$ cat config.mk
export PLATFORM = sky130hd
export DESIGN_NAME = periodic_timer_table
export DESIGN_NICKNAME = d
export VERILOG_FILES = /design/src/rtl/ptt_pkg.sv /design/src/rtl/ptt_ram.sv /design/src/rtl/ptt_mod.sv /design/src/rtl/periodic_timer_table.sv
export SDC_FILE = /design/constraint.sdc
export NUM_CORES = 1
export LEC_CHECK = 0
export BUFFER_PORTS_ARGS = -buffer_cell sky130_fd_sc_hd__clkbuf_2
export CAP_MARGIN = 10
export CORE_UTILIZATION = 40
export CTS_BUF_LIST = sky130_fd_sc_hd__clkbuf_16
export CTS_CLUSTER_DIAMETER = 100
export DETAILED_ROUTE_END_ITERATION = 8
export GPL_ROUTABILITY_DRIVEN = 0
export REMOVE_ABC_BUFFERS = 1
export SLEW_MARGIN = 20
export SYNTH_ARGS = -nofsm -noshare
export SYNTH_HDL_FRONTEND = slang
export SYNTH_HIERARCHICAL = 1
export SYNTH_SLANG_ARGS = --single-unit
$ cat constraint.sdc
create_clock -name clock -period 8.05 [get_ports clock]
set_input_delay 0.805 -clock clock [delete_from_list [all_inputs] [get_ports clock]]
set_output_delay 0.805 -clock clock [all_outputs]
set_load 0.005 [all_outputs]
$ cat src/rtl/ptt_pkg.sv
package ptt_pkg;

   // transaction opcodes
   localparam logic [1:0] OP_TICK = 2'd0;
   localparam logic [1:0] OP_SET  = 2'd1;
   localparam logic [1:0] OP_KILL = 2'd2;

   // field widths
   localparam int unsigned ID_W    = 4;
   localparam int unsigned IVL_W   = 16;
   localparam int unsigned TICK_W  = 32;

   // at most this many firing results per tick
   localparam int unsigned MAX_RESULTS = 16;
   localparam int unsigned FIRE_CNT_W  = 5;

   // one table entry: interval over phase
   typedef struct packed {
      logic [IVL_W-1:0] interval;
      logic [IVL_W-1:0] phase;
   } entry_type;

   // sequencer states
   typedef enum logic [2:0] {
      ST_IDLE,
      ST_READ,
      ST_EVAL,
      ST_DIV_TICK,
      ST_NEXT,
      ST_DIV_SET,
      ST_FLUSH
   } state_type;

endpackage

$ cat src/rtl/ptt_ram.sv
module ptt_ram #(
   parameter int unsigned WIDTH = 32,
   parameter int unsigned DEPTH = 16,
   localparam int unsigned ADDR_W = (DEPTH > 1) ? $clog2(DEPTH) : 1
) (
   input  logic              clock,
   input  logic              wr_en,
   input  logic [ADDR_W-1:0] wr_addr,
   input  logic [WIDTH-1:0]  wr_data,
   input  logic              rd_en,
   input  logic [ADDR_W-1:0] rd_addr,
   output logic [WIDTH-1:0]  rd_data
);

   logic [WIDTH-1:0] mem_ff [DEPTH];
   logic [WIDTH-1:0] rd_data_ff;

   // single write port, registered read port
   always_ff @(posedge clock) begin
      if (wr_en) begin
         mem_ff[wr_addr] <= wr_data;
      end
      if (rd_en) begin
         rd_data_ff <= mem_ff[rd_addr];
      end
   end

   assign rd_data = rd_data_ff;

endmodule

$ cat src/rtl/ptt_mod.sv
module ptt_mod
   import ptt_pkg::*;
(
   input  logic              clock,
   input  logic              reset,
   input  logic              go,
   input  logic [TICK_W-1:0] dividend,
   input  logic [IVL_W-1:0]  divisor,
   output logic              done,
   output logic [IVL_W-1:0]  remainder
);

   localparam int unsigned STEP_W = $clog2(TICK_W);

   logic [TICK_W-1:0] dvd_ff, dvd_in;
   logic [IVL_W-1:0]  div_ff, div_in;
   logic [IVL_W-1:0]  rem_ff, rem_in;
   logic [STEP_W-1:0] cnt_ff, cnt_in;
   logic              run_ff, run_in;
   logic              done_ff, done_in;
   logic [IVL_W:0]    trial;
   logic              fits;

   // one restoring step: bring in the next dividend bit, subtract if it fits
   always_comb begin
      trial = {rem_ff, dvd_ff[TICK_W-1]};
      fits  = (trial >= {1'b0, div_ff});
   end

   always_comb begin
      dvd_in  = dvd_ff;
      div_in  = div_ff;
      rem_in  = rem_ff;
      cnt_in  = cnt_ff;
      run_in  = run_ff;
      done_in = 1'b0;
      if (go) begin
         dvd_in = dividend;
         div_in = divisor;
         rem_in = '0;
         cnt_in = STEP_W'(TICK_W - 1);
         run_in = 1'b1;
      end else if (run_ff) begin
         dvd_in = {dvd_ff[TICK_W-2:0], 1'b0};
         rem_in = fits ? IVL_W'(trial - {1'b0, div_ff}) : trial[IVL_W-1:0];
         cnt_in = cnt_ff - 1'b1;
         if (cnt_ff == '0) begin
            run_in  = 1'b0;
            done_in = 1'b1;
         end
      end
   end

   // control state
   always_ff @(posedge clock) begin
      if (reset) begin
         run_ff  <= 1'b0;
         done_ff <= 1'b0;
      end else begin
         run_ff  <= run_in;
         done_ff <= done_in;
      end
   end

   // datapath
   always_ff @(posedge clock) begin
      dvd_ff <= dvd_in;
      div_ff <= div_in;
      rem_ff <= rem_in;
      cnt_ff <= cnt_in;
   end

   assign done      = done_ff;
   assign remainder = rem_ff;

endmodule

$ cat src/rtl/periodic_timer_table.sv
// kill, bad id and unused opcodes are handled without leaving idle; set runs one 32-step modulo
// tick: scans the entries in order, and each enabled entry runs the shared
//   bit-serial modulo unit for 32 steps; one transaction at a time
// results come one per strobe cycle during the tick scan; the receiver cannot stall
// reset (synchronous, active high) disables all timers and clears the tick count
module periodic_timer_table
   import ptt_pkg::*;
#(
   parameter int unsigned NUM_TIMERS = 16
) (
   input  logic              clock,
   input  logic              reset,
   input  logic              start,
   output logic              busy,
   input  logic [1:0]        req_opcode,
   input  logic [ID_W-1:0]   req_timer_id,
   input  logic [IVL_W-1:0]  req_interval,
   output logic              rsp_valid,
   output logic [ID_W-1:0]   rsp_fired_id,
   output logic [TICK_W-1:0] rsp_tick_count,
   output logic              rsp_last
);

   localparam int unsigned IDX_W   = (NUM_TIMERS > 1) ? $clog2(NUM_TIMERS) : 1;
   localparam int unsigned ENTRY_W = $bits(entry_type);

   state_type         state_ff, state_in;
   logic [IDX_W-1:0]  idx_ff;
   logic [ID_W-1:0]   id_ff;
   logic [IVL_W-1:0]  ivl_ff;
   logic [IVL_W-1:0]  phase_ff;
   logic [TICK_W-1:0] tick_ff;
   logic [NUM_TIMERS-1:0] valid_ff;
   logic [IDX_W-1:0]  pend_ff;
   logic              pend_valid_ff;
   logic [FIRE_CNT_W-1:0] fire_cnt_ff;
   logic              rsp_valid_ff;
   logic [ID_W-1:0]   rsp_fired_id_ff;
   logic [TICK_W-1:0] rsp_tick_ff;
   logic              rsp_last_ff;

   logic              accept;
   logic              id_ok;
   logic              do_kill;
   logic              do_set;
   logic              ram_rd;
   logic              ram_wr;
   logic [ENTRY_W-1:0] ram_rdata;
   entry_type         rd_entry;
   entry_type         wr_entry;
   logic              mod_go;
   logic [IVL_W-1:0]  mod_divisor;
   logic              mod_done;
   logic [IVL_W-1:0]  mod_rem;
   logic              match;
   logic              scan_end;
   logic              emit;
   logic              emit_last;
   logic [IVL_W-1:0]  new_phase;

   assign accept   = start && (state_ff == ST_IDLE);
   assign id_ok    = (32'(req_timer_id) < NUM_TIMERS);
   assign rd_entry = entry_type'(ram_rdata);
   assign scan_end = (idx_ff == IDX_W'(NUM_TIMERS - 1))
                     || (fire_cnt_ff == FIRE_CNT_W'(MAX_RESULTS));
   // phase = (tick mod I + I - 1) mod I, i.e. one step back around the period
   assign new_phase = (mod_rem == '0) ? (ivl_ff - 1'b1) : (mod_rem - 1'b1);

   // next state
   always_comb begin
      state_in = state_ff;
      case (state_ff)
         ST_IDLE: begin
            if (accept) begin
               if (req_opcode == OP_TICK) begin
                  state_in = ST_READ;
               end else if (req_opcode == OP_SET && id_ok && req_interval != '0) begin
                  state_in = ST_DIV_SET;
               end
            end
         end
         ST_READ: begin
            state_in = ST_EVAL;
         end
         ST_EVAL: begin
            state_in = valid_ff[idx_ff] ? ST_DIV_TICK : ST_NEXT;
         end
         ST_DIV_TICK: begin
            if (mod_done) begin
               state_in = ST_NEXT;
            end
         end
         ST_NEXT: begin
            state_in = scan_end ? ST_FLUSH : ST_READ;
         end
         ST_DIV_SET: begin
            if (mod_done) begin
               state_in = ST_IDLE;
            end
         end
         ST_FLUSH: begin
            state_in = ST_IDLE;
         end
         default: begin
            state_in = ST_IDLE;
         end
      endcase
   end

   // sequencer outputs
   always_comb begin
      do_kill     = 1'b0;
      do_set      = 1'b0;
      ram_rd      = 1'b0;
      ram_wr      = 1'b0;
      mod_go      = 1'b0;
      mod_divisor = rd_entry.interval;
      match       = 1'b0;
      emit        = 1'b0;
      emit_last   = 1'b0;
      case (state_ff)
         ST_IDLE: begin
            if (accept && id_ok) begin
               if (req_opcode == OP_KILL
                   || (req_opcode == OP_SET && req_interval == '0)) begin
                  do_kill = 1'b1;
               end else if (req_opcode == OP_SET) begin
                  do_set      = 1'b1;
                  mod_go      = 1'b1;
                  mod_divisor = req_interval;
               end
            end
         end
         ST_READ: begin
            ram_rd = 1'b1;
         end
         ST_EVAL: begin
            mod_go = valid_ff[idx_ff];
         end
         ST_DIV_TICK: begin
            match = mod_done && (mod_rem == phase_ff);
            emit  = match && pend_valid_ff;
         end
         ST_DIV_SET: begin
            ram_wr = mod_done;
         end
         ST_FLUSH: begin
            emit      = pend_valid_ff;
            emit_last = 1'b1;
         end
         default: begin
            match = 1'b0;
         end
      endcase
   end

   assign wr_entry.interval = ivl_ff;
   assign wr_entry.phase    = new_phase;

   // control state
   always_ff @(posedge clock) begin
      if (reset) begin
         state_ff      <= ST_IDLE;
         idx_ff        <= '0;
         tick_ff       <= '0;
         valid_ff      <= '0;
         pend_valid_ff <= 1'b0;
         fire_cnt_ff   <= '0;
         rsp_valid_ff  <= 1'b0;
      end else begin
         state_ff     <= state_in;
         rsp_valid_ff <= emit;
         if (do_kill) begin
            valid_ff[IDX_W'(req_timer_id)] <= 1'b0;
         end
         if (ram_wr) begin
            valid_ff[IDX_W'(id_ff)] <= 1'b1;
         end
         if (match) begin
            pend_valid_ff <= 1'b1;
            fire_cnt_ff   <= fire_cnt_ff + 1'b1;
         end
         if (state_ff == ST_NEXT && !scan_end) begin
            idx_ff <= idx_ff + 1'b1;
         end
         // end of the tick scan
         if (state_ff == ST_FLUSH) begin
            idx_ff        <= '0;
            pend_valid_ff <= 1'b0;
            fire_cnt_ff   <= '0;
            tick_ff       <= tick_ff + 1'b1;
         end
      end
   end

   // payload registers
   always_ff @(posedge clock) begin
      if (do_set) begin
         id_ff  <= req_timer_id;
         ivl_ff <= req_interval;
      end
      if (state_ff == ST_EVAL) begin
         phase_ff <= rd_entry.phase;
      end
      if (match) begin
         pend_ff <= idx_ff;
      end
      if (emit) begin
         rsp_fired_id_ff <= ID_W'(pend_ff);
         rsp_tick_ff     <= tick_ff;
         rsp_last_ff     <= emit_last;
      end
   end

   // interval and phase storage
   ptt_ram #(
      .WIDTH (ENTRY_W),
      .DEPTH (NUM_TIMERS)
   ) u_table (
      .clock   (clock),
      .wr_en   (ram_wr),
      .wr_addr (IDX_W'(id_ff)),
      .wr_data (wr_entry),
      .rd_en   (ram_rd),
      .rd_addr (idx_ff),
      .rd_data (ram_rdata)
   );

   // shared modulo unit
   ptt_mod u_mod (
      .clock     (clock),
      .reset     (reset),
      .go        (mod_go),
      .dividend  (tick_ff),
      .divisor   (mod_divisor),
      .done      (mod_done),
      .remainder (mod_rem)
   );

   assign busy           = (state_ff != ST_IDLE);
   assign rsp_valid      = rsp_valid_ff;
   assign rsp_fired_id   = rsp_fired_id_ff;
   assign rsp_tick_count = rsp_tick_ff;
   assign rsp_last       = rsp_last_ff;

`ifndef SYNTHESIS
   // a result not marked last means the scan is still running
   a_more_follow: assert property (@(posedge clock) disable iff (reset)
      rsp_valid && !rsp_last |-> busy)
      else $error("non-last result while idle");

   // set and kill transactions never produce a result
   a_no_rsp_on_cmd: assert property (@(posedge clock) disable iff (reset)
      start && !busy && req_opcode != OP_TICK |=> !rsp_valid)
      else $error("result after set or kill");

   // the modulo unit only finishes while the sequencer waits for it
   a_mod_done_state: assert property (@(posedge clock) disable iff (reset)
      mod_done |-> state_ff == ST_DIV_TICK || state_ff == ST_DIV_SET)
      else $error("modulo result outside a divide state");

   // the tick count only advances at the end of a tick scan
   a_tick_hold: assert property (@(posedge clock) disable iff (reset || $past(reset))
      $past(state_ff) != ST_FLUSH |-> $stable(tick_ff))
      else $error("tick count changed outside flush");
`endif

endmodule
==> reports/metrics.yaml, run 1 <==
rsz0062_at_grt: "false"
r2r-start: "u_mod/remainder[0]"
layout_worst_path_cycle_share_pct: 59.2
cts_hold_buffers: 0
worstHoldStart: "req_interval[0]"
vias_per_cell: 5.70
ys_seq_area_share_pct: 71.5
ctsRootBufferMaster: "sky130_fd_sc_hd__clkbuf_16"
fin_area_mm2: 0.0346
detail_route.wirelength_mm: 71.8
placement_rows: 100
core-area_mm2: 0.0749
route.vias.total: 16600
post-place-cells: 2763
fillerInstances: 6285
global_route.usage.total_pct: 18.8
numCtsBuffers: 78
highest_clock_rate_mhz: 210
die_width_um: 278
worst_pin_slew_ns: 1.18
grt.overflow.total: 0
ys_dominant_reg_cell: "sky130_fd_sc_hd__edfxtp_1"
area.growth.synth_to_final_pct: 13.5
r2r-end: "u_table/mem_ff[12][12]"
detail_route.wl_per_cell_um: 24.7
post_synth_main_area_contributors: "sky130_fd_sc_hd__edfxtp_1 (66%), sky130_fd_sc_hd__mux4_2 (9.8%), sky130_fd_sc_hd__dfxtp_1 (5.6%)"
drc: 0
holdPathStages: 1
clock-skew-final_ns: 0.0293
hold_path_class: "in2reg"
place.port_buffers: 63
maximum_number_of_pins_on_one_net_before_global_route_repair: 65
drv.max_cap_violation_count: 0
final_cells: 2906
synth_top_cell_by_area: "sky130_fd_sc_hd__edfxtp_1"
path_class: "reg2reg"
post_dp_cell_area_mm2: 0.0320
numClockSinks: 754
die_y_um: 278
final_nets: 1922
peak_ir_drop_on_the_vdd_network_mv: 0.174
cp_data_required_time_ns: 8.33
timing.critical_path.to_type: "register"
holdPathEnd: "ivl_ff[0]"
drtIter0Drc: 1375
insertion_delay_ns: 0.62
reg2reg_setup_slack_ns: 3.29
yosys.cell_types.count: 78
power.density_cell_area_mw_per_mm2: 311
grt_first_pass_wirelength_mm: 108
number_of_flops_mapped_to_enable_cells_by_yosys: 669
path_max_fanout: 19
async_set_reset_flop_share_out_of_synthesis_pct: 0
h-tree-depth: 3
post_synth.cell_area_avg_um2: 17.2
post_cts.repair.setup_buffers: 0
worst_setup_hold_path_clk_slew_ns: 0.06
dieArea_mm2: 0.0773
rr_worst_depth: 10
synth.ff_latch_count: 754
antenna_found_initial: 0
ctsLongestPathBuffers: 3
run_status: "finished clean"
layout-drive-gt1-share_pct: 23.6
number_of_global_route_vias_before_repair: 16700
report.final.hold_viol_count: 0
route.antenna.remaining_nets: 0
ys.warnings.count: 6
initial_utilization_pct: 40.7
finalWorstPathRequiredPeriod_ns: 4.76
leakagePower_uw: 0.0111
finalSetupViolCount: 0
post_synth_instance_area_mm2: 0.0305
timing.final.max_slew_violations: 0
place_hpwl_mm: 39.8
critical_path_arrival_ns: 5.04
synthCells: 1774
tritoncts: "yes"
synth.most_common_cell: "sky130_fd_sc_hd__edfxtp_1"
dr.pass1.iters: 5
num_antenna_cells: 0
cp-start-kind: "register"
finish.utilization_pct: 46.2
cts-resized-gates: 0
maxSlewHeadroom_pct: 20.9
synth_top_cell_area_share_pct: 65.9
boundaryPins: 64
post_synth_most_frequent_cells: "sky130_fd_sc_hd__edfxtp_1 (669), sky130_fd_sc_hd__mux4_2 (132), sky130_fd_sc_hd__nor2_1 (101)"
report_power, final:
| part | switching [µW] | internal, µW |
|---|---|---|
| Sequential | 205 | 4940 |
| Clock | 1480 | 2040 |
| Combinational | 1310 | 801 |
flip-flops by register name, summed over array words and instances (netlist names), 32 cells and up:
name             flops
rsp_tick_count      32
u_table/mem_ff     512
u_table/rd_data     32
u_mod/dvd_ff        32
tick_ff             32
critical path, cell delays in order, from the launching register on:
cell and delay [ns]:
sky130_fd_sc_hd__dfxtp_1 0.55, sky130_fd_sc_hd__or4_1 0.31, sky130_fd_sc_hd__nor2_1 0.11, sky130_fd_sc_hd__and2_1 0.41, sky130_fd_sc_hd__a21oi_2 0.66, sky130_fd_sc_hd__ha_1 0.35
sky130_fd_sc_hd__nand2_1 0.16, sky130_fd_sc_hd__a311oi_1 0.52, sky130_fd_sc_hd__nand3_1 0.35, sky130_fd_sc_hd__nor2_1 0.22, sky130_fd_sc_hd__xor2_1 0.79
how the worst max path moves through the flow:
stage,start,to,slack [ns]
2_1_floorplan,idx_ff[0],u_mod/dvd_ff[0],-1.50
3_3_place_gp,req_interval[8],u_mod/dvd_ff[4],2.81
3_5_place_dp,req_interval[8],u_mod/dvd_ff[4],2.73
4_1_cts,u_mod/remainder[0],u_table/mem_ff[12][12],3.17
5_1_grt,u_mod/remainder[0],u_table/mem_ff[2][12],2.84
6_report,u_mod/remainder[0],u_table/mem_ff[12][12],3.29
placed cells by master (no fill, tap or decap), drive strengths merged, types with 8 or more instances in the layout:
cell type and instances:
nand4 16, clkbuf 145, nand2 99, ha 22, buf 37, edfxtp 669
mux2i 9, nor2 102, xnor2 44, nor3 29, o211ai 15, or3 13
a21oi 58, o21ai 26, mux4 132, nor2b 13, inv 55, nand2b 18
nand3 27, dfxtp 85, clkinv 38, mux2 49, o31ai 10, xor2 27
nor4 11, and2 8, a22oi 65, a211oi 8
metal layers:
layer  share of wire [%]  GRT usage (%)  wire [µm]
met5                   0              0          0
met4                 3.1           6.74       2230
met2                  49           31.4      35300
met1                  42           25.1      30500
met3                 5.3           2.54       3810
kinds of logic after synthesis:
family          Yosys count  share of synthesized area, %
compound gates          234                          5.50
xor+xnor                 71                          2.04
fa+ha+maj                23                         0.969
buf+inv                 121                          1.84
flops                   754                          71.5
mux                     190                          11.9
simple gates            381                          6.31
area by class of cell:
type	instances	area, µm²	area share [%]
timing repair buffer	100	593	1.71
multi-input combinational	899	8330	24.1
clock buffer	82	2050	5.93
tap	969	1210	3.50
sequential	754	21800	63.0
clock inverter	61	452	1.31
inverter	41	154	0.445
metrics by stage:
stage | hold WS, ns | setup TNS (ns) | power (µW) | setup WS (ns)
finish | 0.399 | 0 | 10800 | 3.29
global route | 0.390 | 0 | 11200 | 2.84
CTS | 0.370 | 0 | 10800 | 3.17
detailed placement | 0.407 | 0 | 7310 | 2.73
global placement | 0.400 | 0 | 7250 | 2.81
floorplan | 0.400 | -82.62 | 6720 | -1.50
Power figures use the tool's default switching activity.
==> run 2: changes to the inputs <==
- clock period: 8.05 -> 4.5 ns (I/O delays scaled with it)
==> reports/metrics.yaml, run 2 (same netlist as run 1, synthesis figures left out) <==
clock-skew-final_ns: 0.0407
cp_data_required_time_ns: 4.79
route.antenna.remaining_nets: 0
drv.max_cap_violation_count: 0
share_clk_of_total_power_pct: 32.1
route.vias.total: 16500
switchingPower_uw: 5470
ctsLongestPathBuffers: 3
grt_first_pass_wirelength_mm: 108
finalSetupViolCount: 0
dieArea_mm2: 0.0773
peak_ir_drop_on_the_vdd_network_mv: 0.304
place.port_buffers: 63
grt.overflow.total: 0
fillerInstances: 6292
insertion_delay_ns: 0.66
leakagePower_uw: 0.0112
initial_utilization_pct: 40.7
power.density_cell_area_mw_per_mm2: 553
die_width_um: 278
run_status: "finished clean"
boundaryPins: 64
number_of_global_route_vias_before_repair: 16700
combPwrFrac_pct: 20.2
maximum_number_of_pins_on_one_net_before_global_route_repair: 133
power.switching_fraction_pct: 28.5
path_max_fanout: 16
final_nets: 1944
area.growth.synth_to_final_pct: 13.9
rsz0062_at_grt: "false"
dr.pass1.iters: 5
post_cts.repair.setup_buffers: 0
detailedPlace.worstSlack_ns: 0.661
most_common_cell_after_layout_fill_and_taps_aside: "sky130_fd_sc_hd__edfxtp_1"
largest_reg_flops: 512
antenna_found_initial: 0
num_antenna_cells: 0
numCtsBuffers: 78
worst_setup_hold_path_clk_slew_ns: 0.06
die_y_um: 278
report.final.hold_viol_count: 0
drc: 0
critical_path_arrival_ns: 4.21
layout_worst_path_cycle_share_pct: 87.2
most-common-layout-cells: "sky130_fd_sc_hd__edfxtp_1 (669), sky130_fd_sc_hd__mux4_2 (132), sky130_fd_sc_hd__nand2_1 (98)"
placement_rows: 100
power_frac_seq_pct: 47.7
timing.final.max_slew_violations: 0
tritoncts: "yes"
h-tree-depth: 3
cp-start-kind: "register"
highest_clock_rate_mhz: 255
detail_route.wl_per_cell_um: 24.5
internal-power_uw: 13700
core-area_mm2: 0.0749
maxSlewHeadroom_pct: 25.4
detail_route.wirelength_mm: 71.7
timing.hold.ws_ns: 0.0389
global_route.usage.total_pct: 18.8
ctsRootBufferMaster: "sky130_fd_sc_hd__clkbuf_16"
max_flop_register: "u_table/mem_ff"
path_class: "reg2reg"
cts_hold_buffers: 4
worst_pin_slew_ns: 1.11
place_hpwl_mm: 41.6
layout-drive-gt1-share_pct: 23.7
hold_path_class: "in2reg"
drtIter0Drc: 1444
timing.critical_path.to_type: "register"
postLayoutSetupSlackWorst_ns: 0.575
numClockSinks: 754
vias_per_cell: 5.64
finalWorstPathRequiredPeriod_ns: 3.93
cts-resized-gates: 0
## run 2: layer usage
metal	vias to the layer above	GRT usage, %	share of wire (%)
met4	0	6.71	2.9
met1	8617	24.6	42
met5	-	0	0
met3	112	2.54	4.6
li1	7308	-	-
met2	474	31.9	50
## run 2: layout make-up
type                       instances  area [µm²]  area share [%]
sequential                       754       21800            62.8
multi-input combinational        899        8310            23.9
clock buffer                      78        1950            5.62
tap                              969        1210            3.49
timing repair buffer             122         806            2.32
clock inverter                    66         504            1.45
inverter                          41         154           0.443
## run 2: worst max-delay path, cell delays in order (launching register included)
cell and delay (ns):
sky130_fd_sc_hd__dfxtp_1 0.53, sky130_fd_sc_hd__or4_1 0.32, sky130_fd_sc_hd__nor2_1 0.12, sky130_fd_sc_hd__and2_1 0.20, sky130_fd_sc_hd__a21oi_1 0.21, sky130_fd_sc_hd__ha_1 0.22
sky130_fd_sc_hd__nand2_1 0.12, sky130_fd_sc_hd__a311oi_1 0.64, sky130_fd_sc_hd__nand3_1 0.33, sky130_fd_sc_hd__nor3_1 0.34, sky130_fd_sc_hd__xnor2_1 0.52
## run 2: final timing paths
path | startpoint | end | slack [ns] | depth (start not counted)
hold reg to reg | u_table/rd_data[14] | phase_ff[14] | 0.42 | 0
setup / recovery | u_mod/remainder[0] | u_table/mem_ff[4][14] | 0.57 | 10
setup reg to reg | u_mod/remainder[0] | u_table/mem_ff[4][14] | 0.57 | 10
hold / removal | req_interval[7] | ivl_ff[7] | 0.04 | 1
## run 2: power groups by stage
stage | sequential [µW] | clock [µW] | combinational (µW)
after floorplan | 9380 | 0 | 2640
after global placement | 9300 | 0 | 3750
after detailed placement | 9320 | 0 | 3840
after CTS | 9180 | 6300 | 3860
after global routing | 9210 | 6540 | 4240
final | 9170 | 6160 | 3880
## run 2: stage by stage
stage | utilization (%) | area (µm²) | std cells | TNS [ns] | total power (µW)
3_5_place_dp | 43.0 | 32200 | 2781 | 0 | 13200
6_report | 46.3 | 34700 | 2929 | 0 | 19200
5_1_grt | 46.3 | 34700 | 2929 | 0 | 20000
4_1_cts | 46.3 | 34700 | 2929 | 0 | 19300
3_3_place_gp | 43.0 | 32200 | 2781 | 0 | 13000
2_1_floorplan | - | 30100 | 1694 | -536.95 | 12000
